==> src/rtl/mhms_pkg.sv <==
// Shared types and constants for the min-hash minimum selector.
`timescale 1ns / 1ps
`default_nettype none

package mhms_pkg;

    localparam int unsigned ID_W    = 32;
    localparam int unsigned VALUE_W = 64;
    localparam int unsigned CODE_W  = 32;
    localparam int unsigned HASH_W  = 32;
    localparam int unsigned HBITS_W = 6;

    localparam int unsigned APB_ADDR_W = 3;
    localparam int unsigned APB_DATA_W = 32;

    // register index of hash_bits
    localparam logic [APB_ADDR_W-3:0] REG_HASH_BITS = '0;

    localparam logic [HBITS_W-1:0] HASH_BITS_RESET = HBITS_W'(20);

    // hash seed and the two terms of the first step that depend on the seed only
    localparam logic [HASH_W-1:0] HASH_SEED     = 32'hAAAA_AAAA;
    localparam logic [HASH_W-1:0] HASH_SEED_SHL = HASH_SEED << 7;
    localparam logic [HASH_W-1:0] HASH_MUL      = HASH_SEED >> 3;

    typedef struct packed {
        logic [ID_W-1:0]    feature_id;
        logic [VALUE_W-1:0] elem_value;
        logic [CODE_W-1:0]  proj_code;
        logic               last;
    } in_item_t;

    typedef struct packed {
        logic [VALUE_W-1:0] kept_value;
        logic [HASH_W-1:0]  min_hash;
    } out_item_t;

endpackage

`default_nettype wire

==> src/rtl/minhash_min_select_top.sv <==
// Top level of the min-hash minimum selector: hash pipeline, running minimum, APB register.
// An item marked last passes stage A, stage B and the result register before its result shows on m_item.
// Throughput: one item per cycle unless stalled; hash multiply and compare sit in separate stages.
// Stalls: only a last item waiting on a full result register holds the pipeline.
// Reset (aresetn low, synchronous): pipeline emptied, hash_bits back to 20,
// running minimum cleared and the next item starts a new vector.
`timescale 1ns / 1ps
`default_nettype none

module minhash_min_select_top (
    input  wire                                  aclk,
    input  wire                                  aresetn,
    // input items
    input  wire                                  s_valid,
    output logic                                 s_ready,
    input  mhms_pkg::in_item_t                   s_item,
    // result items
    output logic                                 m_valid,
    input  wire                                  m_ready,
    output mhms_pkg::out_item_t                  m_item,
    // APB register port
    input  wire                                  psel,
    input  wire                                  penable,
    input  wire                                  pwrite,
    input  wire  [mhms_pkg::APB_ADDR_W-1:0]      paddr,
    input  wire  [mhms_pkg::APB_DATA_W-1:0]      pwdata,
    output logic [mhms_pkg::APB_DATA_W-1:0]      prdata,
    output logic                                 pready
);
    import mhms_pkg::*;

    // ---------------------------------------------------------------
    // Register file: a single register, hash_bits, at word index 0.
    // Byte offset bits of paddr are ignored.
    // ---------------------------------------------------------------
    logic [HBITS_W-1:0]      hash_bits_reg;
    logic [APB_ADDR_W-3:0]   reg_index;
    logic                    apb_write;

    assign pready    = 1'b1;
    assign reg_index = paddr[APB_ADDR_W-1:2];
    assign apb_write = psel && penable && pwrite;

    always_ff @(posedge aclk) begin
        if (!aresetn) begin
            hash_bits_reg <= HASH_BITS_RESET;
        end else if (apb_write && reg_index == REG_HASH_BITS) begin
            hash_bits_reg <= pwdata[HBITS_W-1:0];
        end
    end

    always_comb begin
        prdata = '0;
        if (reg_index == REG_HASH_BITS) begin
            prdata = APB_DATA_W'(hash_bits_reg);
        end
    end

    // Mask of kept hash bits; 32 and above keep the whole word.
    logic [HASH_W-1:0] hash_mask;
    logic [HASH_W:0]   mask_pow;

    assign mask_pow  = (HASH_W+1)'(1) << hash_bits_reg[4:0];
    assign hash_mask = hash_bits_reg[5] ? '1 : HASH_W'(mask_pow - (HASH_W+1)'(1));

    // ---------------------------------------------------------------
    // Pipeline control.
    // Stage A: input register. Stage B: first hash step registered.
    // Result register: kept min value and hash of a finished vector.
    // Only a last item in stage B needs a free result register; every
    // other item always moves on, so the pipeline stalls only then.
    // ---------------------------------------------------------------
    logic      a_vld_reg;
    in_item_t  a_item_reg;

    logic                b_vld_reg;
    logic [HASH_W-1:0]   b_h1_reg;
    logic [CODE_W-1:0]   b_code_reg;
    logic [VALUE_W-1:0]  b_value_reg;
    logic                b_last_reg;

    logic      m_valid_reg;
    out_item_t m_item_reg;

    logic out_free;
    logic b_fire;
    logic b_free;
    logic a_fire;
    logic s_fire;

    assign out_free = !m_valid_reg || m_ready;
    assign b_fire   = b_vld_reg && (!b_last_reg || out_free);
    assign b_free   = !b_vld_reg || b_fire;
    assign a_fire   = a_vld_reg && b_free;
    assign s_ready  = !a_vld_reg || a_fire;
    assign s_fire   = s_valid && s_ready;

    assign m_valid  = m_valid_reg;
    assign m_item   = m_item_reg;

    // ---------------------------------------------------------------
    // Hash, first step: the seed is fixed, so this is one multiply of
    // the feature id by a constant plus an xor with a constant.
    // ---------------------------------------------------------------
    logic [HASH_W-1:0] h1;

    assign h1 = HASH_SEED ^ HASH_SEED_SHL ^ (a_item_reg.feature_id * HASH_MUL);

    // Hash, second step: shift, add, xor, invert; then mask and compare.
    logic [HASH_W-1:0] h2;
    logic [HASH_W-1:0] h_masked;

    assign h2       = b_h1_reg ^ ~(((b_h1_reg << 11) + b_code_reg) ^ (b_h1_reg >> 5));
    assign h_masked = h2 & hash_mask;

    // ---------------------------------------------------------------
    // Running minimum: first item of a vector loads without compare;
    // strict less-than keeps the earlier item on a tie.
    // ---------------------------------------------------------------
    logic                start_reg;
    logic [HASH_W-1:0]   best_hash_reg;
    logic [VALUE_W-1:0]  best_value_reg;
    logic                take;
    logic [HASH_W-1:0]   best_hash_next;
    logic [VALUE_W-1:0]  best_value_next;

    assign take            = start_reg || (h_masked < best_hash_reg);
    assign best_hash_next  = take ? h_masked    : best_hash_reg;
    assign best_value_next = take ? b_value_reg : best_value_reg;

    // control state
    always_ff @(posedge aclk) begin
        if (!aresetn) begin
            a_vld_reg      <= 1'b0;
            b_vld_reg      <= 1'b0;
            m_valid_reg    <= 1'b0;
            start_reg      <= 1'b1;
            best_hash_reg  <= '0;
            best_value_reg <= '0;
        end else begin
            if (s_ready) begin
                a_vld_reg <= s_valid;
            end
            if (b_free) begin
                b_vld_reg <= a_fire;
            end
            if (b_fire) begin
                best_hash_reg  <= best_hash_next;
                best_value_reg <= best_value_next;
                start_reg      <= b_last_reg;
            end
            if (b_fire && b_last_reg) begin
                m_valid_reg <= 1'b1;
            end else if (m_ready) begin
                m_valid_reg <= 1'b0;
            end
        end
    end

    // payload
    always_ff @(posedge aclk) begin
        if (s_fire) begin
            a_item_reg <= s_item;
        end
        if (a_fire) begin
            b_h1_reg    <= h1;
            b_code_reg  <= a_item_reg.proj_code;
            b_value_reg <= a_item_reg.elem_value;
            b_last_reg  <= a_item_reg.last;
        end
        if (b_fire && b_last_reg) begin
            m_item_reg.kept_value <= best_value_next;
            m_item_reg.min_hash   <= best_hash_next;
        end
    end

    // ---------------------------------------------------------------
    // Assertions
    // ---------------------------------------------------------------
    // a last item never overwrites a result still waiting
    assert property (@(posedge aclk) disable iff (!aresetn)
        (b_fire && b_last_reg) |-> out_free)
        else $error("result register overwritten");

    // a last item opens a new vector, any other item continues it
    assert property (@(posedge aclk) disable iff (!aresetn)
        b_fire |=> (start_reg == $past(b_last_reg)))
        else $error("vector start flag wrong");

    // within a vector the kept hash never grows
    assert property (@(posedge aclk) disable iff (!aresetn)
        (b_fire && !start_reg) |=> (best_hash_reg <= $past(best_hash_reg)))
        else $error("running minimum increased");

    // after an update with no APB write in the same cycle, the kept hash fits the configured width
    assert property (@(posedge aclk) disable iff (!aresetn)
        (b_fire && !apb_write) |=> ((best_hash_reg & ~hash_mask) == '0))
        else $error("kept hash exceeds mask");

endmodule

`default_nettype wire
==> config.mk <==
export PLATFORM = sky130hd
export DESIGN_NAME = minhash_min_select_top
export DESIGN_NICKNAME = d
export VERILOG_FILES = /design/src/rtl/mhms_pkg.sv /design/src/rtl/minhash_min_select_top.sv
export SDC_FILE = /design/constraint.sdc
export NUM_CORES = 1
export LEC_CHECK = 0
export BUFFER_PORTS_ARGS = -buffer_cell sky130_fd_sc_hd__buf_2
export CORE_MARGIN = 8
export CORE_UTILIZATION = 45
export DETAILED_ROUTE_END_ITERATION = 10
export PLACE_DENSITY = 0.64
export SLEW_MARGIN = 20
export SYNTH_ARGS = -nofsm -noshare
export SYNTH_HDL_FRONTEND = slang
export SYNTH_SLANG_ARGS = --single-unit
==> constraint.sdc <==
create_clock -name aclk -period 8.8 [get_ports aclk]
set_input_delay 0.44 -clock aclk [delete_from_list [all_inputs] [get_ports aclk]]
set_output_delay 0.44 -clock aclk [all_outputs]
set_load 0.05 [all_outputs]
# Word-level counts from Yosys, hierarchy flattened
# Index checks and enable logic that the tools add are counted.
# op_classes
addsub,2
n_mul,1
order_cmp,1
n_shift,1
mux,6
bitwise,6
n_reduce_logical,17
# op_table
op,count
32-bit two-way mux,2
64-bit two-way mux,1
32-bit adder,1
32-bit AND,1
32-bit < comparator,1
"32-bit by 29-bit multiplier with 32-bit output, second input constant",1
32-bit NOT,1
"1-bit by 5-bit << shifter with 32-bit output, first input constant",1
"32-bit by 1-bit subtractor with 32-bit output, second input constant",1
32-bit by 27-bit XOR with 32-bit output,1
32-bit XOR,1
28-bit NOT,1
1-bit logical AND,7
6-bit two-way mux,1
1-bit logical OR,5
1-bit logical NOT,4
1-bit two-way mux,2
2-bit nonzero test,1
1-bit NOT,1
# word_totals
ff_bits,460
out_inout_bits,131

# Depth between registers and ports, before layout
# Gate-level depths: netlist of run 1.
# logic_depth
word_depth,8
mapped_depth,25
depth_no_buf,24

# Worst setup path after synthesis of run 1
# No wires, ideal clock.
# synth_path
path_type,reg-to-reg
from,"register m_valid_reg, in the netlist m_valid"
to,register b_code_reg[0] (enable)
setup_time_ns,0.634
arrival_time_ns,6.483
required_ns,8.166
path_slack_ns,1.683
stages_incl_launch_ff,4
path_cell_list,dfxtp_1 > nand2b_1 > nor2_1 > nor2b_1
# synth_via
elab_chain_len,6
# synth_lines
element,line,source
from (decl),minhash_min_select_top.sv:82,logic m_valid_reg;
from (signal assigned),minhash_min_select_top.sv:136,m_valid_reg <= 1'b0;
from (signal assigned),minhash_min_select_top.sv:153,m_valid_reg <= 1'b1;
from (signal assigned),minhash_min_select_top.sv:155,m_valid_reg <= 1'b0;
1-bit logical NOT,minhash_min_select_top.sv:91,assign out_free = !m_valid_reg || m_ready;
1-bit logical OR,minhash_min_select_top.sv:91,
1-bit logical OR,minhash_min_select_top.sv:92,assign b_fire = b_vld_reg && (!b_last_reg || out_free);
1-bit logical AND,minhash_min_select_top.sv:92,
1-bit logical OR,minhash_min_select_top.sv:93,assign b_free = !b_vld_reg || b_fire;
1-bit logical AND,minhash_min_select_top.sv:94,assign a_fire = a_vld_reg && b_free;
named net a_fire,minhash_min_select_top.sv:88,logic a_fire;
to (signal assigned),minhash_min_select_top.sv:167,b_code_reg <= a_item_reg.proj_code;
to (decl),minhash_min_select_top.sv:78,logic [CODE_W-1:0] b_code_reg;
# The timed path passes the listed nets, and every way through them passes these cells.
# A chain may end at the register's enable or synchronous reset.

# Worst setup path in the final report of run 1
# layout_path
from,register a_item_reg[103] in the netlist's numbering
to,"register b_h1_reg[31], data pin"
# layout_via
elab_chain_len,2
# layout_lines
element,line,source
from (decl),minhash_min_select_top.sv:74,in_item_t a_item_reg;
from (signal assigned),minhash_min_select_top.sv:163,a_item_reg <= s_item;
32-bit by 29-bit multiplier with 32-bit output,minhash_min_select_top.sv:107,assign h1 = HASH_SEED ^ HASH_SEED_SHL ^ (a_item_reg.feature_id * HASH_MUL);
28-bit NOT (no source line),--,
named net h1[31],minhash_min_select_top.sv:105,logic [HASH_W-1:0] h1;
to (signal assigned),minhash_min_select_top.sv:166,b_h1_reg <= h1;
to (decl),minhash_min_select_top.sv:77,logic [HASH_W-1:0] b_h1_reg;
# The timed path passes the listed nets, and every way through them passes these cells.

==> results.txt, run 1 <==
----------------------------------------------------
[Place]
  Post-placement worst setup slack ... around 1.7 ns
  Count of placed standard cells including taps ... 3282
  Post-DP HPWL ... 49.7 mm
  Count of input and output buffers ... 246
  Gpl congestion ... 0.966

[Timing]
  Hold violation total from the final report ... 0
  Worst relative slew slack ... 30.2%
  Number of failing setup endpoints in the final timing report ... 0
  Fmax ... 140 MHz
  Slew at the pin closest to its max-slew limit ... ~1.0 ns
  Worst clock skew on the final layout ... 0.0413 ns
  Final sum of negative setup slack ... 0 ns
  Slew Limit Fails ... 0
  Final critical-path setup slack ... between 1.5 and 2 ns
  Share of the clock period used by the worst path ... 81.0%
  Min cycle time layout ... 7.13 ns
  RSZ-0062 raised after global routing ... no

[Cells and area]
  Share of cells above drive strength 1 ... 16.6%
  Total of fill cells in the finished design ... 5221
  Max reg flops ... 129
  Nets ... 3215
  Area growth from synthesis to final layout ... 16.7%
  Non-filler instance count after layout ... ~3500

[Die]
  Die Area ... between 60000 and 70000 um^2
  Starting density of the core ... around 45%
  Die extent in x ... roughly 260 um
  Boundary pin count ... 302
  Core Rows ... 90
  Area of the core ... 59900 um^2
  Die extent in y ... 261 um

[Global route]
  Total routing usage reported by global routing ... 19.3%
  Number of global-route vias before repair ... 18400
  Overflow left after global routing ... 0
  First-pass GRT wire length ... about 100 mm
  Maximum number of pins on one net before global-route repair ... 73
  Antenna violations before repair ... 3

[Clock network]
  Setup Buffers After CTS ... 0
  Worst-path clk slew ... 0.06 ns
  Max Buffers Root-to-Sink ... 3
  Quantity of gates resized following cts ... 0
  Number of buffers added by the clock tree synthesis step ... 50
  Total clock sinks ... 460
  Root buffer selected by CTS ... clkbuf_16
  CTS H-tree depth ... 2
  Latest clock arrival within the worst-skew pair ... 0.61 ns
  Clock tree from TritonCTS ... yes

[Yosys]
  Cell type contributing the most total cell area after synthesis ... edfxtp_1
  Gate count of the mapped netlist ... 2308
  Synthesis warning total ... 0
  Total of flip-flops plus latches after synthesis ... 460
  Number of distinct library cell variants in the gate-level netlist after synthesis ... 67
  Most area-consuming cells after synthesis ... edfxtp_1, fa_1, ha_1
  Sequential element share of the synthesized area ... approximately 47%
  Ys flop type ... edfxtp_1
  Number of synthesized flops with an enable pin ... 354
  FFs w/ async S/R, synth ... 0%
  Share of the synthesized area in the top cell type ... 39.3%
  Most frequent cell after synthesis ... inv_1
  List of most frequent post-synthesis cells ... inv_1, edfxtp_1, ha_1
  Synthesized area ... 27000 um^2
  Average instance area after synthesis ... between 10 and 15 um^2

[Min path]
  Min-Delay Path Class ... in2reg
  Hold path startpoint ... s_item[71]

[Drt]
  Avg WL per Cell ... 19.1 um
  Via count normalized by instance count ... approximately 5
  Number of vias after detailed routing ... 17400
  DRC violation total after the first TritonRoute iteration ... between 900 and 1000
  DRC violation count after routing ... 0
  Number of routed nets with antenna violations ... 0
  Final wirelength ... 66.1 mm
  DRT Pass-1 Iters ... 7

[Run]
  Max Cap Viol ... 0

[Setup path]
  Data arrival time of the critical path ... 7.44 ns
  Maximum fanout along the worst path ... 9
  Critical path startpoint category ... flip-flop
  Launching point of the worst reg2reg path ... a_item_reg[103]
  Crit path launch ... a_item_reg[103]
  Data required time at the worst endpoint ... between 9 and 10 ns
  Critical path start-end classification ... reg2reg
  Critical Path End Type ... flip-flop

[Status]
  Run status ... finished clean

----------------------------------------------------
layer usage:
layer,global-route usage (%),wire length (um),vias up
met1,24.8,28300,8473
li1,-,-,8345
met2,33.8,33000,462
met5,0,0,-
met3,2.85,3410,88
met4,5.00,1410,0
logic make-up (layout without fill, tap and decap cells):
family / after synthesis / count (layout) / synth area share, %
AO/OA/AOI/OAI: 311 / 311 / 7.02
XOR/XNOR: 142 / 142 / 4.70
adder cells (fa/ha/maj): 408 / 408 / 23.4
buffers and inverters: 473 / 817 / 7.03
flip-flops: 460 / 460 / 47.2
multiplexers: 99 / 99 / 4.09
other: 2 / 30 / 0.0278
AND/OR/NAND/NOR: 413 / 413 / 6.60
stage by stage:
stage / hold WS (ns) / area (um^2) / utilization [%]
3_3_place_gp: 0.400 / 29000 / 48.4
3_5_place_dp: 0.405 / 29000 / 48.4
6_report: 0.0377 / 31600 / 52.7
5_1_grt: 0.00192 / 31600 / 52.7
4_1_cts: 0.000000777 / 31600 / 52.7
2_1_floorplan: 0.400 / 27100 / -
path summary, 6_finish.rpt:
check	slack (ns)	endpoint	cells past startpoint
hold reg to reg	0.39	b_value_reg[57]	0
hold / removal	0.04	a_item_reg[71]	1
setup reg to reg	1.67	b_h1_reg[31]	24
setup / recovery	1.67	b_h1_reg[31]	24
critical path, stage by stage (launching register included):
cell,delay (ns)
edfxtp_1,0.62
ha_1,0.48
xor2_1,0.49
ha_1,0.25
nor2_1,0.07
fa_1,0.54
inv_1,0.04
ha_1,0.27
inv_1,0.05
fa_1,0.49
inv_1,0.05
fa_1,0.38
fa_1,0.51
inv_1,0.05
fa_1,0.59
inv_1,0.07
ha_1,0.39
a21o_1,0.22
a21o_1,0.17
a21oi_1,0.26
o32ai_1,0.13
a21oi_1,0.26
a21oi_1,0.17
a31oi_1,0.22
xnor2_1,0.08
layout by cell type, fill, tap and decap left out, types with 11 or more instances in the layout:
master         instances
dlygate4sd3_1         84
nand3_1               14
conb_1                27
nand2_1              238
nor2_1                74
buf_2                246
inv_1                379
fa_1                 162
xor2_1                36
nor3_1                16
mux2_2                91
a21o_1                20
dfxtp_1              106
ha_1                 246
nor2b_1               13
buf_4                 14
a21oi_1              159
o21ai_0               41
clkbuf_16             50
clkbuf_1              11
xnor2_1              104
edfxtp_1             354
final cells by class:
cell class,count,area [um^2],share of cell area [%]
inverters,380,1430,4.52
clock buffers,64,1330,4.22
clock inverters,29,384,1.22
repair buffers,344,2180,6.90
well taps,782,978,3.10
multi-input cells,1400,12500,39.6
diodes,3,7.51,0.0238
flip-flops and latches,460,12800,40.4
repair_timing:
action / 4_1_cts / 5_1_grt
hold buffers: 84 / 0
endpoints found under the setup margin: 0 / 0
endpoints found under the hold margin: 84 / 0
Power of run 1 is not shown: default switching activity piles up to over one toggle a cycle in this logic, so the estimate is an artifact.
==> run 2: changes to the inputs <==
==> constraint.sdc (replaced) <==
create_clock -name aclk -period 6.57 [get_ports aclk]
set_input_delay 0.3285 -clock aclk [delete_from_list [all_inputs] [get_ports aclk]]
set_output_delay 0.3285 -clock aclk [all_outputs]
set_load 0.05 [all_outputs]
==> run 2 against run 1 <==
Sequential cell count stayed put. Final cell count is 4.4% higher. Critical path type unchanged. Non-clock buffer count is 151 higher. Critical path depth is 2 higher. Via count is 3.4% higher. Hold slack better by 0.030 ns. Utilization is 2.5 points higher. Global-route usage is 0.86 points higher. Highest routed layer unchanged. Sequential share of layout area is 1.8 points lower. Largest cell class unchanged. Die area stayed put. Clock skew is 0.018 ns lower.
==> results.txt, run 2 (synthesized netlist as in run 1, its figures left out) <==
----------------------------------------------------
[Setup path]
  Critical Path End Type ... flip-flop
  Data arrival time of the critical path ... 6.75 ns
  R2r setup slk ... 0.17 ns
  CP max stage delay ... around 0.55 ns
  Depth of the most critical reg-to-reg path ... 26
  Endpoint of the lowest-slack register-to-register path ... b_h1_reg[31]
  Slowest CP cell ... edfxtp_1
  Data required time at the worst endpoint ... around 6.9 ns
  Launching point of the worst reg2reg path ... a_item_reg[103]
  Critical path startpoint category ... flip-flop
  Maximum fanout along the worst path ... 5
  Critical path start-end classification ... reg2reg

[Cells and area]
  Final standard cell utilization of the core ... 55.2%
  Commonest non-fill, non-tap cell in the layout ... inv_1
  Non-filler instance count after layout ... 3614
  Total of fill cells in the finished design ... between 5000 and 6000
  Non-Filler Cell Area, Final ... 33000 um^2
  Nets ... 3367
  Most frequent cells in the layout ... inv_1, edfxtp_1, buf_2
  Max reg flops ... 129
  Area growth from synthesis to final layout ... 22.2%
  Share of cells above drive strength 1 ... 20.2%

[Clock network]
  Number of buffers added by the clock tree synthesis step ... 51
  Clock tree from TritonCTS ... yes
  Total clock sinks ... 460
  Latest clock arrival within the worst-skew pair ... 0.61 ns
  Root buffer selected by CTS ... clkbuf_16
  Worst-path clk slew ... 0.06 ns
  Max Buffers Root-to-Sink ... 3
  CTS H-tree depth ... 2

[Global route]
  Maximum number of pins on one net before global-route repair ... 72
  Antenna violations before repair ... 2
  Number of global-route vias before repair ... between 15000 and 20000
  Total routing usage reported by global routing ... ~20%
  Overflow left after global routing ... 0
  First-pass GRT wire length ... 107 mm

[Timing]
  Worst relative slew slack ... approximately two fifths
  Worst clock skew on the final layout ... 0.0237 ns
  Slew at the pin closest to its max-slew limit ... 0.888 ns
  RSZ-0062 raised after global routing ... yes
  Min cycle time layout ... 6.40 ns
  Number of failing setup endpoints in the final timing report ... 0
  Hold violation total from the final report ... 0
  Share of the clock period used by the worst path ... 97.5%
  Final critical-path setup slack ... about 0.17 ns
  Fmax ... 156 MHz
  Slew Limit Fails ... 0

[Drt]
  Final wirelength ... 69.6 mm
  DRC violation total after the first TritonRoute iteration ... 1157
  Avg WL per Cell ... 19.3 um
  DRT Pass-1 Iters ... 6
  Via count normalized by instance count ... a little under 5
  Number of vias after detailed routing ... around 18000
  Number of routed nets with antenna violations ... 0
  DRC violation count after routing ... 0

[Die]
  Starting density of the core ... a little under half
  Boundary pin count ... slightly above 300
  Die extent in y ... about 260 um
  Core Rows ... 90
  Area of the core ... 59900 um^2
  Die Area ... 68200 um^2
  Die extent in x ... 261 um

[Place]
  Gpl congestion ... roughly 0.97
  Post-DP HPWL ... 52.3 mm
  Post-placement worst setup slack ... -0.0278 ns
  Count of input and output buffers ... roughly 250
  Count of placed standard cells including taps ... 3361
  Cell area reported after detailed placement ... slightly below 30000 um^2

[Min path]
  Hold path startpoint ... aresetn
  Hold path depth ... 2
  Min-Delay Path Class ... in2reg
  Hold endpoint ... start_reg

[Status]
  Run status ... finished clean

[Run]
  Max Cap Viol ... 0

----------------------------------------------------
## run 2: how the worst max path moves through the flow
| stage | start | slack, ns | to |
|---|---|---|---|
| floorplan | a_item_reg[110] | 0.32 | b_h1_reg[30] |
| global placement | a_item_reg[103] | 0.02 | b_h1_reg[24] |
| detailed placement | a_item_reg[103] | -0.03 | b_h1_reg[24] |
| CTS | a_item_reg[103] | 0.0002 | b_h1_reg[24] |
| global route | a_item_reg[103] | -0.06 | b_h1_reg[30] |
| finish | a_item_reg[103] | 0.17 | b_h1_reg[31] |
## run 2: area by class of cell
| type | instances | area, um^2 | share of cell area, % |
|---|---|---|---|
| sequential | 460 | 12800 | 38.6 |
| multi-input combinational | 1400 | 12700 | 38.4 |
| timing repair buffer | 495 | 3490 | 10.6 |
| inverter | 380 | 1430 | 4.32 |
| clock buffer | 68 | 1370 | 4.15 |
| tap | 782 | 978 | 2.96 |
| clock inverter | 28 | 334 | 1.01 |
| antenna | 1 | 2.50 | 0.00757 |
## run 2: routing by layer
| metal | vias to the layer above | routed length, um | track usage, % |
|---|---|---|---|
| met3 | 112 | 3050 | 2.40 |
| met5 | - | 0 | 0 |
| met4 | 0 | 1890 | 5.93 |
| met2 | 482 | 35400 | 36.1 |
| met1 | 8697 | 29300 | 25.3 |
| li1 | 8660 | - | - |
## run 2: metrics by stage
| step | setup TNS [ns] | hold slack, ns |
|---|---|---|
| global route | -0.160 | 0.0542 |
| finish | 0 | 0.0673 |
| global placement | 0 | 0.401 |
| floorplan | 0 | 0.390 |
| detailed placement | -0.0278 | 0.405 |
| CTS | 0 | 0.0293 |
## run 2: worst max-delay path: cells and delay by family, from the launching register on
family                   cells  cell delay (ns)
adder cells (fa/ha/maj)      9             3.51
buffers and inverters        7             0.57
AO/OA/AOI/OAI                7             1.21
AND/OR/NAND/NOR              1             0.06
flip-flops                   1             0.55
XOR/XNOR                     2             0.24
## run 2: repair_timing
item                                   in CTS  in global routing
hold buffers                              138                  0
resized for setup                           0                 34
setup buffers                               5                 13
setup endpoints to repair                   1                  9
endpoints found under the hold margin     136                  0
pin swaps                                   0                 15
Power of run 2 is left out for the same reason.
==> run 3: changes to the inputs <==
--- a/config.mk
+++ b/config.mk
@@ -10,6 +10,7 @@
 export CORE_UTILIZATION = 45
 export DETAILED_ROUTE_END_ITERATION = 10
 export PLACE_DENSITY = 0.64
+export SKIP_CTS_REPAIR_TIMING = 1
 export SLEW_MARGIN = 20
 export SYNTH_ARGS = -nofsm -noshare
 export SYNTH_HDL_FRONTEND = slang
==> constraint.sdc (replaced) <==
create_clock -name aclk -period 6.57 [get_ports aclk]
set_input_delay 0.3285 -clock aclk [delete_from_list [all_inputs] [get_ports aclk]]
set_output_delay 0.3285 -clock aclk [all_outputs]
set_load 0.02 [all_outputs]
==> run 3 against run 2 <==
The run now ends with hold timing left. Maximum frequency is 0.24% higher. Worst setup slack better by 0.015 ns. Final cell count is 0.14% lower. Global-route usage is 0.51 points lower.
==> results.txt, run 3 (synthesized netlist as in run 1, its figures left out) <==
----------------------------------------------------
[Drt]
  Length of routed wiring on met1 ... 29.3 mm
  DRT Pass-1 Iters ... 7
  Routed length on met3 ... 2.96 mm
  DR WL met2 ... between 30 and 40 mm
  Final wirelength ... 69.3 mm
  Number of routed nets with antenna violations ... 0
  Avg WL per Cell ... 19.2 um
  Number of vias after detailed routing ... 18000
  Via count normalized by instance count ... 4.97
  DRC violation total after the first TritonRoute iteration ... 1177
  Top Layer Used ... met4
  DRC violation count after routing ... 0

[Timing]
  Hold_ws ... -0.0110 ns
  Hold violation total from the final report ... 3
  Slew at the pin closest to its max-slew limit ... just under 0.9 ns
  Fmax ... 157 MHz
  Slew Limit Fails ... 0
  Min cycle time layout ... 6.39 ns
  Final critical-path setup slack ... between 0.15 and 0.2 ns
  Share of the clock period used by the worst path ... 97.2%
  Number of failing setup endpoints in the final timing report ... 0
  Worst clock skew on the final layout ... 0.0227 ns
  Worst relative slew slack ... 40.4%

[Setup path]
  Maximum fanout along the worst path ... 4
  Most common cell type on the critical path ... fa_1
  R2r setup slk ... 0.18 ns
  Data arrival time of the critical path ... 6.73 ns
  Launching point of the worst reg2reg path ... a_item_reg[110]
  Critical path start-end classification ... reg2reg
  Endpoint of the lowest-slack register-to-register path ... b_h1_reg[31]
  Depth of the most critical reg-to-reg path ... 22
  Data required time at the worst endpoint ... 6.92 ns
  Critical Path End Type ... flip-flop
  Slowest CP cell ... fa_1
  Crit-path leading delay family ... adder cells
  Critical path startpoint category ... flip-flop
  Cell chain of the critical path ... ha_4, fa_1, inv_1, fa_1, fa_1, inv_1, fa_1, fa_1, fa_1, inv_1, fa_1, inv_1, ha_1, buf_4, nand2_1, nor2_2, nand2_1, o32ai_2, a21oi_2, a21oi_2, a31oi_1, xnor2_1
  Sum of buffers and inverters on the critical path ... 5
  CP max stage delay ... 0.55 ns

[Die]
  Starting density of the core ... 45.1%
  Area of the core ... 59900 um^2
  Die extent in y ... 261 um
  Core Rows ... 90
  Die extent in x ... roughly 260 um
  Die Area ... 68200 um^2
  Boundary pin count ... 302

[Status]
  Violations in the final reports ... hold timing
  Run status ... finished with violations

[Place]
  Post-placement worst setup slack ... -0.0278 ns
  Count of placed standard cells including taps ... 3361
  Post-DP HPWL ... 52.3 mm
  Count of input and output buffers ... 246
  Gpl congestion ... 0.973

[Cells and area]
  Nets ... around 3400
  Max reg flops ... 129
  Share of cells above drive strength 1 ... 20.1%
  Total of fill cells in the finished design ... ~5000
  Most frequent cells in the layout ... inv_1, edfxtp_1, buf_2
  Non-filler instance count after layout ... 3609
  Commonest non-fill, non-tap cell in the layout ... inv_1
  Area growth from synthesis to final layout ... 21.9%

[Global route]
  First-pass GRT wire length ... 104 mm
  Total routing usage reported by global routing ... 19.6%
  Number of global-route vias before repair ... 18300
  Maximum number of pins on one net before global-route repair ... a little over 70
  Overflow left after global routing ... 0
  Antenna violations before repair ... 3

[Clock network]
  Worst-path clk slew ... 0.06 ns
  Number of buffers added by the clock tree synthesis step ... roughly 50
  Root buffer selected by CTS ... clkbuf_16
  Latest clock arrival within the worst-skew pair ... 0.61 ns
  Max Buffers Root-to-Sink ... 3
  Clock tree from TritonCTS ... yes
  Total clock sinks ... 460
  CTS H-tree depth ... 2

[Min path]
  Min-Delay Path Class ... in2reg
  Hold path depth ... 3
  Hold path startpoint ... pwdata[1]
  Hold endpoint ... hash_bits_reg[1]

[Run]
  Max Cap Viol ... 0

----------------------------------------------------
[run 3: changes by cell type in the layout (fill, tap and decap cells not counted), sizes merged]
cell         change
diode            +1
dlygate4sd3      -6
[run 3: stage by stage]
step	utilization, %	instance area (um^2)	hold slack (ns)	TNS [ns]
CTS	52.3	31300	-0.142	-0.0611
global route	55.0	33000	0.00118	-0.168
detailed placement	49.5	29600	0.405	-0.0278
finish	55.0	33000	-0.0110	0
global placement	49.5	29600	0.401	0
floorplan	-	27100	0.390	0
[run 3: metal layers]
| metal | up-vias | track usage [%] |
|---|---|---|
| li1 | 8655 | - |
| met1 | 8730 | 25.0 |
| met2 | 464 | 34.9 |
| met3 | 101 | 2.41 |
| met4 | 0 | 5.40 |
| met5 | - | 0 |
[run 3: layout make-up]
type                    count  area, um^2  area share (%)
flip-flops and latches    460       12800            38.7
multi-input cells        1400       12700            38.5
repair buffers            489        3420            10.4
inverters                 380        1430            4.33
clock buffers              68        1370            4.16
well taps                 782         978            2.97
clock inverters            28         334            1.01
diodes                      2        5.00          0.0152
[run 3: how the worst max path moves through the flow]
stage,from,endpoint,slack (ns),cells after the start
floorplan,a_item_reg[110],b_h1_reg[30],0.32,21
global placement,a_item_reg[103],b_h1_reg[24],0.02,24
detailed placement,a_item_reg[103],b_h1_reg[24],-0.03,24
CTS,a_item_reg[103],b_h1_reg[24],-0.06,24
global route,a_item_reg[110],b_h1_reg[31],-0.10,22
finish,a_item_reg[110],b_h1_reg[31],0.18,22
[run 3: tightest hold or removal path, cell delays in order]
cell and delay (ns):
buf_2 0.08, mux2i_1 0.06, nor2_1 0.08
Power of run 3 is left out for the same reason.
